==> config.mk <==
export PLATFORM = sky130hd
export DESIGN_NAME = smi_merge
export DESIGN_NICKNAME = d
export VERILOG_FILES = /design/src/sv/smi_pkg.sv /design/src/sv/smi_merge.sv
export SDC_FILE = /design/constraint.sdc
export NUM_CORES = 1
export LEC_CHECK = 0
export CORE_MARGIN = 2
export CORE_UTILIZATION = 36
export CTS_BUF_LIST = sky130_fd_sc_hd__clkbuf_8
export DETAILED_ROUTE_END_ITERATION = 10
export DONT_BUFFER_PORTS = 1
export PLACE_DENSITY = 0.62
export SLEW_MARGIN = 40
export SYNTH_ARGS = -nofsm -noshare
export SYNTH_HDL_FRONTEND = slang
export SYNTH_SLANG_ARGS = --single-unit
==> constraint.sdc <==
create_clock -name clk_i -period 2.7 [get_ports clk_i]
set_input_delay 0.405 -clock clk_i [delete_from_list [all_inputs] [get_ports clk_i]]
set_output_delay 0.405 -clock clk_i [all_outputs]
set_load 0.005 [all_outputs]
==> src/sv/smi_pkg.sv <==
// Shared types, widths and cofactor operand tables for the small matrix inverse block.
package smi_pkg;

  // Entry and result formats.
  localparam int unsigned EW = 16;            // entry width, signed Q8.8
  localparam int unsigned EF = EW / 2;        // entry fraction bits
  localparam int unsigned RW = 32;            // inverse entry width, signed Q16.16
  localparam int unsigned RF = RW / 2;        // inverse fraction bits
  localparam int unsigned DW = 52;            // determinant width, signed Q28.24
  localparam int unsigned CW = 2 * EW + 1;    // cofactor width
  localparam int unsigned TW = EW + CW;       // entry times cofactor width
  localparam int unsigned NW = CW + EF + RF;  // dividend magnitude width
  localparam int unsigned QW = RW + 1;        // quotient bits produced by a lane
  localparam int unsigned NE = 9;             // entries per matrix
  localparam int unsigned NP = 2 * NE;        // two-term products per matrix

  // Order register codes.
  localparam logic [1:0] ORDER_2X2 = 2'd2;
  localparam logic [1:0] ORDER_RESET = 2'd3;

  // Cofactor k is prod[2k] - prod[2k+1]; entries are row-major indexes.
  localparam int unsigned OP_A [NP] = '{4, 7, 7, 1, 1, 4, 6, 3, 0, 6, 3, 0, 3, 6, 6, 0, 0, 3};
  localparam int unsigned OP_B [NP] = '{8, 5, 2, 8, 5, 2, 5, 8, 8, 2, 2, 5, 7, 4, 1, 7, 4, 1};

  typedef struct packed {
    logic signed [EW-1:0] a00;
    logic signed [EW-1:0] a01;
    logic signed [EW-1:0] a02;
    logic signed [EW-1:0] a10;
    logic signed [EW-1:0] a11;
    logic signed [EW-1:0] a12;
    logic signed [EW-1:0] a20;
    logic signed [EW-1:0] a21;
    logic signed [EW-1:0] a22;
  } smi_in_t;

  typedef struct packed {
    logic signed [RW-1:0] r00;
    logic signed [RW-1:0] r01;
    logic signed [RW-1:0] r02;
    logic signed [RW-1:0] r10;
    logic signed [RW-1:0] r11;
    logic signed [RW-1:0] r12;
    logic signed [RW-1:0] r20;
    logic signed [RW-1:0] r21;
    logic signed [RW-1:0] r22;
    logic signed [DW-1:0] det_value;
    logic                 singular;
    logic                 saturated;
  } smi_out_t;

endpackage

==> src/sv/smi_merge.sv <==
// Merge stage: aligns the determinant with the lanes and builds the output register.
module smi_merge import smi_pkg::*; (
  input  logic                 clk_i,
  input  logic                 rst_ni,
  input  logic                 en_i,
  input  logic                 valid_i,
  input  logic signed [DW-1:0] det_i,
  input  logic        [RW-1:0] res_i [NE],
  input  logic        [NE-1:0] sat_i,
  output logic                 valid_o,
  output smi_out_t             data_o
);

  // The determinant waits as long as a lane takes.
  localparam int unsigned LAT = QW + 2;

  logic signed [DW-1:0] det_q [LAT];

  always_ff @(posedge clk_i) begin
    if (en_i) begin
      det_q[0] <= det_i;
      for (int k = 1; k < LAT; k++) begin
        det_q[k] <= det_q[k-1];
      end
    end
  end

  // A zero determinant forces the zero inverse and clears the clip flag.
  logic     sing;
  smi_out_t out_d;

  always_comb begin
    sing            = det_q[LAT-1] == '0;
    out_d.r00       = sing ? '0 : res_i[0];
    out_d.r01       = sing ? '0 : res_i[1];
    out_d.r02       = sing ? '0 : res_i[2];
    out_d.r10       = sing ? '0 : res_i[3];
    out_d.r11       = sing ? '0 : res_i[4];
    out_d.r12       = sing ? '0 : res_i[5];
    out_d.r20       = sing ? '0 : res_i[6];
    out_d.r21       = sing ? '0 : res_i[7];
    out_d.r22       = sing ? '0 : res_i[8];
    out_d.det_value = det_q[LAT-1];
    out_d.singular  = sing;
    out_d.saturated = !sing && (|sat_i);
  end

  always_ff @(posedge clk_i or negedge rst_ni) begin
    if (!rst_ni) begin
      valid_o <= 1'b0;
    end else if (en_i) begin
      valid_o <= valid_i;
    end
  end

  always_ff @(posedge clk_i) begin
    if (en_i) begin
      data_o <= out_d;
    end
  end

endmodule

==> results of run 1 <==
==> registers in the layout, indices dropped and copies added (netlist names) <==
name	flops
det_q	1820
data_o	342
valid_o	1
==> stage by stage <==
step	hold WS, ps	cells
after floorplan	109	2506
after global placement	109	4977
after detailed placement	109	4984
after CTS	-564	5985
after global routing	-556	6014
final	-412	6022
==> routing by layer <==
metal  up-vias  track usage (%)
li1      11600                -
met1     12000             11.9
met2       908             14.8
met3       352             5.78
met4        14             6.48
met5         -                0
==> cell families (layout without fill, tap and decap cells) <==
kind of cell	count (synthesis)	after routing	share of synthesized area, %
buffers and inverters	32	1036	0.278
AOI/OAI and AO/OA	1	1	0.00933
DFF	2163	2163	96.8
other	0	32	0
and+or+nand+nor	309	309	2.87
muxes	1	1	0.0168
==> cells in the final DEF (no fill, tap or decap) <==
master	n
clkbuf_16	2
diode_2	32
a31oi_1	1
buf_4	6
inv_6	2
clkinv_2	27
nand4_1	2
nor4_1	14
mux2_2	1
clkinv_1	74
dlygate4sd3_1	405
nor4_4	1
bufbuf_16	5
buf_16	19
edfxtp_1	2162
nor2_1	1
nor3_1	1
bufinv_16	10
dfrtp_1	1
nor2b_1	288
clkbuf_8	367
inv_1	102
clkinvlp_4	10
clkinv_4	1
buf_12	6
nand3_1	1
nand2_1	1
==> final cells by class <==
cell class / instances / area, sq um / area share, %
diodes: 32 / 80.1 / 0.0985
clock buffers: 367 / 5050 / 6.21
clock inverters: 226 / 1200 / 1.47
multi-input cells: 311 / 1960 / 2.41
flip-flops and latches: 2163 / 64900 / 79.9
well taps: 2480 / 3100 / 3.82
repair buffers: 443 / 4950 / 6.10
==> power by group <==
group	switching [uW]	leakage (uW)	internal (uW)
clock	11800	0.00356	13400
sequential	709	0.0212	39300
combinational	779	0.00297	603
total	13300	0.0277	53300
==> worst max-delay path: stages, from the launching register on <==
cell      delay, ps
edfxtp_1        390
nor4_1          320
buf_4           180
nand4_1         200
nor4_4          380
buf_12          270
buf_4           330
nor2b_1         110
==> worst max path at each step <==
stage                        startpoint           end  slack (ps)  depth (start not counted)
after floorplan            det_q[34][1]   data_o[133]         850                          7
after global placement             en_i       valid_o       -1260                          5
after detailed placement           en_i  det_q[0][38]       -1630                          6
after CTS                 det_q[34][23]   data_o[223]          50                          7
after global routing       det_q[34][9]    data_o[59]          20                          7
final                     det_q[34][23]   data_o[126]         160                          7
==> timing repair <==
action | 4_1_cts | 5_1_grt
hold endpoints to repair | 570 | 273
hold buffers | 404 | 3
cloned | 5 | 2
setup endpoints to repair | 637 | 369
resized for setup | 0 | 2
==> run metrics, run 1 <==
outcome finished with violations; failing checks negative hold slack; min-delay src en_i; Starting Density 36.2%; vias in the first global route 25300; Num CTS Buffers 363; TNS Setup 0 ps; number of synthesized register bits 2163; initial antenna violation count 41; most instantiated cells after synthesis edfxtp_1 (2162), nor2b_1 (288), buf_2 (20); Worst EP arrival 3230 ps; clock latency on the worst-skew pair 980 ps; Main synth FF type edfxtp_1; Avg Cell Area, Syn 26.8 sq um; RR Startpoint det_q[34][23]; post-synthesis cell area 67100 sq um; Max Clk Rate 0.393 GHz; clk root buf clkbuf_8; Area growth syn-to-layout 21.2%; final instance area 81300 sq um; Setup crit end kind flip-flop; critical path fanouts, max 35; Max Cap Viol 0; Synth Net Count 2859; drt via density 4.13; IO Count 696; Startpoint Class flip-flop; top routing layer used met5; row count 158; slew margin rel. 12.0%; Final setup viols 0; metal3 WL 11000 um; r2r setup slk 160 ps; drt total wl 101000 um; initial drt markers 1718; Reg-to-Reg End data_o[126]; DRC 0; count leader, synth edfxtp_1; met1 WL 39800 um; die footprint 190000 sq um; Yosys warnings 0; hold_ws -412 ps; WHS Endpoint data_o[25]; Core ar. 185000 sq um; first-pass GRT wire length 150000 um; unrepaired setup endpoints after global routing no; CTS tree built; CP Class flip-flop to flip-flop; Die Width 436 um; Worst Hold Class input pin to flip-flop; FILL cells 15500; Post-DP Area 70700 sq um; total track usage 10.3%; Power Total 66600 uW; Clock Sinks 2163; Post-synth EDFFs 2162; area leader, netlist edfxtp_1; pin count of the biggest net entering global routing 213; Hold Path Depth 0; WL per Instance 16.8 um; drt pass-1 iters 5; # H-tree levels 5; Max IR drop VDD 0.646 mV; placed wire-length estimate 54000 um; Final nets 3635; Yosys cell types 14; PD cells 819 nW/um^2; Worst Tran Pin Value 1320 ps; WL met2 45300 um; leakage 0.0277 uW; clk_skew 63.5 ps; Final Util 43.9%; top cells by area, synth edfxtp_1 (97%), nor2b_1 (2.7%), buf_2 (0.15%); GPL Wtd Cong 0.862; crit path time final 2540 ps; post-synth top area share 96.8%; Post-DRT Antenna Nets 0; worst setup margin 155 ps; setup bufs post-CTS 0; Clock Tree Buf Depth 4; die height 436 um; Period Utilization, post-route 94.3%; layout cell share with drive strength beyond 1 13.0%; total gr overflow 0; async set-reset flop share out of synthesis 0.0462%; Vias 24900; Mapped Cells 2506; Final Hold Fails 139; Clock transition at path regs 60 ps; pre-CTS WS -1630 ps; r2r worst-path depth 7; Data required, critical path 3380 ps; post-synthesis sequential area ratio 96.8%; Pins Over Slew Limit 0; number of port buffers 0
(Power assumes the default switching activity.)
==> inputs of run 2 (changes only) <==
- CORE_MARGIN: 2 -> 3
- clock period: 2.7 -> 2.45 ns (I/O delays scaled with it)
==> run metrics, run 2 (synthesis results as in run 1) <==
Final setup viols 0; failing checks negative hold slack; Die Width 438 um; clk root buf clkbuf_8; first-pass GRT wire length 150000 um; vias in the first global route 25000; total track usage 10.2%; CP max stage cell edfxtp_1; PD cells 895 nW/um^2; worst setup margin 21.4 ps; most used cell, CP nor4_4; Max stage delay on crit path 420 ps; Area growth syn-to-layout 20.7%; kind of cell adding the most delay to the critical path simple AND/OR/NAND/NOR gates; initial drt markers 1966; die footprint 192000 sq um; Clock transition at path regs 70 ps; Vias 24900; Post-DRT Antenna Nets 0; Pins Over Slew Limit 0; Clock Tree Buf Depth 4; Data required, critical path 3130 ps; most common cell after layout, fill and taps aside edfxtp_1; CTS tree built; drt via density 4.17; CTS hold repair buffers 402; GPL Wtd Cong 0.927; critical path fanouts, max 50; Biggest register det_q; row count 157; Worst Hold Class input pin to flip-flop; Max Cap Viol 0; clk_skew 57.6 ps; most frequent cells in the layout edfxtp_1 (2162), dlygate4sd3_1 (402), clkbuf_8 (357); Setup crit end kind flip-flop; Core ar. 184000 sq um; IO Count 696; pre-CTS WS -1000 ps; number of port buffers 0; layout cell share with drive strength beyond 1 12.7%; critical path cell sequence nor4_4 -> buf_4 -> nand4_1 -> nor4_4 -> buf_6 -> clkbuf_16 -> buf_16 -> nor2b_1; # H-tree levels 5; WL per Instance 17.2 um; slew margin rel. 55.7%; leakage 0.0276 uW; initial antenna violation count 35; Max Clk Rate 0.412 GHz; pin count of the biggest net entering global routing 203; max FFs per register 1820; largest registers det_q x1820, data_o x342, valid_o x1; Starting Density 36.4%; crit path time final 2430 ps; die height 438 um; Power Total 72500 uW; Clock Sinks 2163; Worst Tran Pin Value 666 ps; FILL cells 15400; Final Util 44.0%; DRC 0; Max IR drop VDD 0.447 mV; Buf/Inv on CP 4; unrepaired setup endpoints after global routing yes; Period Utilization, post-route 99.1%; total gr overflow 0; Final nets 3623; Worst EP arrival 3110 ps; Final Hold Fails 189; clock latency on the worst-skew pair 960 ps; drt total wl 103000 um; hold_ws -432 ps; CP Class flip-flop to flip-flop; Num CTS Buffers 350; Startpoint Class flip-flop; drt pass-1 iters 5; outcome finished with violations; placed wire-length estimate 55600 um
run 2: cell types whose count changed in the layout (fill, tap and decap cells not counted), moves of 5 or more:
cell	delta
clkbuf_8	-10
buf_6	+5
buf_12	-5
inv_1	+15
diode_2	-13
bufbuf_16	-5
clkinv_1	-5
clkinv_2	-8
run 2: stage by stage:
stage / setup TNS (ps) / cells / hold WS [ps] / area, sq um
after floorplan: 0 / 2506 / 71.9 / 67100
after global routing: -2260 / 5969 / -586 / 80900
after detailed placement: -447250 / 4971 / 72.0 / 70700
after global placement: -945660 / 4961 / 72.0 / 70400
final: 0 / 5979 / -432 / 81000
after CTS: 0 / 5955 / -590 / 80800
run 2: what timing repair did:
| item | 4_1_cts | 5_1_grt |
|---|---|---|
| resized for setup | 11 | 6 |
| setup endpoints to repair | 216 | 242 |
| endpoints found under the hold margin | 722 | 261 |
| pin swaps | 3 | 3 |
| buffers inserted | 1 | 1 |
| gates cloned | 3 | 3 |
run 2: path summary, 6_finish.rpt:
| check | from | to | slack, ps | cells after the start |
|---|---|---|---|---|
| setup / recovery | det_q[34][43] | data_o[175] | 20 | 8 |
| max in group asynchronous | rst_ni | valid_o | 2160 | 2 |
| min in group asynchronous | rst_ni | valid_o | 190 | 2 |
| hold / removal | en_i | det_q[33][9] | -430 | 0 |
| hold reg to reg | det_q[29][13] | det_q[30][13] | 380 | 0 |
| setup reg to reg | det_q[34][43] | data_o[175] | 20 | 8 |
run 2: cell type report:
class                           count  area (sq um)  share of cell area (%)
Clock inverter                    221          1070                    1.33
Tap cell                         2464          3080                    3.81
Multi-Input combinational cell    311          2010                    2.48
Clock buffer                      357          4910                    6.07
Timing Repair Buffer              444          4880                    6.03
Antenna cell                       19          47.5                  0.0587
Sequential cell                  2163         64900                    80.2
run 2: metal layers:
| metal | share of wire (%) | global-route usage (%) |
|---|---|---|
| met3 | 11 | 5.30 |
| met5 | 0.076 | 0 |
| met2 | 45 | 14.8 |
| met1 | 39 | 12.3 |
| met4 | 4.5 | 5.64 |
run 2: report_power, final:
group | internal, uW | switching (uW)
registers | 43300 | 843
clock network | 14100 | 12700
logic | 641 | 849
total | 58000 | 14400
==> inputs of run 3 (changes only) <==
- BUFFER_PORTS_ARGS: unset -> -buffer_cell sky130_fd_sc_hd__buf_2
- DONT_BUFFER_PORTS: 1 -> unset
- PLACE_DENSITY: 0.62 -> 0.65
==> run metrics, run 3 (synthesis results as in run 1) <==
CP Class flip-flop to flip-flop; placed wire-length estimate 69200 um; worst setup margin 19.5 ps; Starting Density 36.4%; first-pass GRT wire length 169000 um; Max Cap Viol 0; pin count of the biggest net entering global routing 136; drt pass-1 iters 5; Area growth syn-to-layout 26.5%; Worst Tran Pin Value 737 ps; clock latency on the worst-skew pair 950 ps; Max IR drop VDD 0.468 mV; Biggest register det_q; Data required, critical path 3090 ps; clk_skew 54.7 ps; vias in the first global route 28200; crit path time final 2430 ps; initial antenna violation count 31; total gr overflow 0; die footprint 192000 sq um; CTS tree built; number of port buffers 695; slew margin rel. 50.9%; leakage 0.0306 uW; Post-DRT Antenna Nets 0; Die Width 438 um; critical path fanouts, max 40; Clock Tree Buf Depth 4; final instance area 84800 sq um; outcome finished, final reports clean; Setup crit end kind flip-flop; Vias 27800; Final nets 4362; # H-tree levels 5; die height 438 um; PD cells 862 nW/um^2; IO Count 696; WL per Instance 17.1 um; initial drt markers 2102; Period Utilization, post-route 99.2%; layout cell share with drive strength beyond 1 28.2%; Storage cell area 64900 sq um; Clock transition at path regs 60 ps; most common cell after layout, fill and taps aside edfxtp_1; GPL Wtd Cong 0.870; Clock Sinks 2163; Final Hold Fails 0; drt total wl 115000 um; unrepaired setup endpoints after global routing yes; max FFs per register 1820; row count 157; largest registers det_q x1820, data_o x342, valid_o x1; Worst Hold Class input pin to flip-flop; area occupied by multi-input gates 2000 sq um; DRC 0; Pins Over Slew Limit 0; clk root buf clkbuf_8; Worst EP arrival 3070 ps; most frequent cells in the layout edfxtp_1 (2162), buf_2 (694), dlygate4sd3_1 (397); Startpoint Class flip-flop; pre-CTS WS -433 ps; total track usage 11.7%; drt via density 4.12; Final Util 46.1%; FILL cells 15100; Core ar. 184000 sq um; Post-DP Area 74500 sq um; Final setup viols 0; Num CTS Buffers 347; Max Clk Rate 0.411 GHz
==> run 3: layer usage <==
layer  share of wire [%]  wire length, um  vias to the layer above  track usage (%)
li1                    -                -                    13000                -
met1                  41            47000                    13200             14.6
met2                  44            50300                     1084             16.7
met3                 9.8            11300                      433             5.25
met4                 5.8             6680                       18             7.05
met5               0.093              107                        -                0
==> run 3: final timing paths <==
check	startpoint	end	slack [ps]	cells past startpoint
worst min-delay path	det_i[16]	det_q[0][16]	150	2
min in group asynchronous	rst_ni	valid_o	270	3
max in group asynchronous	rst_ni	valid_o	2080	3
worst min register to register	det_q[29][14]	det_q[30][14]	380	0
worst max register to register	det_q[34][8]	data_o[218]	20	8
worst max-delay path	det_q[34][8]	data_o[218]	20	8
==> run 3: where the power goes <==
group / internal [uW] / total (uW) / switching [uW] / leakage, uW
sequential: 43200 / 43800 / 555 / 0.0212
clock: 13900 / 26700 / 12800 / 0.00348
combinational: 1140 / 2600 / 1450 / 0.00591
==> run 3: per-stage QoR <==
| stage | hold slack [ps] | total power [uW] | TNS (ps) | instances |
|---|---|---|---|---|
| global placement | 142 | 46400 | -66500 | 5716 |
| detailed placement | 144 | 46600 | -80320 | 5716 |
| CTS | 3.80 | 74500 | -4880 | 6721 |
| floorplan | 71.9 | 44600 | 0 | 2506 |
| finish | 154 | 73100 | 0 | 6736 |
| global route | 42.7 | 76600 | -15710 | 6733 |
==> run 3: layout make-up <==
type,instances,share of cell area [%]
clock inverter,251,1.41
clock buffer,351,5.69
sequential,2163,76.6
antenna,10,0.0295
multi-input combinational,311,2.36
timing repair buffer,1186,10.3
tap,2464,3.63
==> run 3: what timing repair did <==
| item | in CTS | in global routing |
|---|---|---|
| pin swaps | 1 | 0 |
| setup buffers | 3 | 2 |
| hold buffers | 397 | 0 |
| hold endpoints to repair | 520 | 0 |
| cloned | 3 | 3 |
| setup endpoints to repair | 290 | 269 |
| gates resized for setup | 11 | 16 |
==> run 3: critical path, cell delays in order, from the launching register on <==
cell       delay (ps)
edfxtp_1          430
nor4_4            300
buf_4             170
nand4_1           100
buf_6             160
nor4_4            280
clkbuf_16         280
buf_16            220
nor2b_1           100
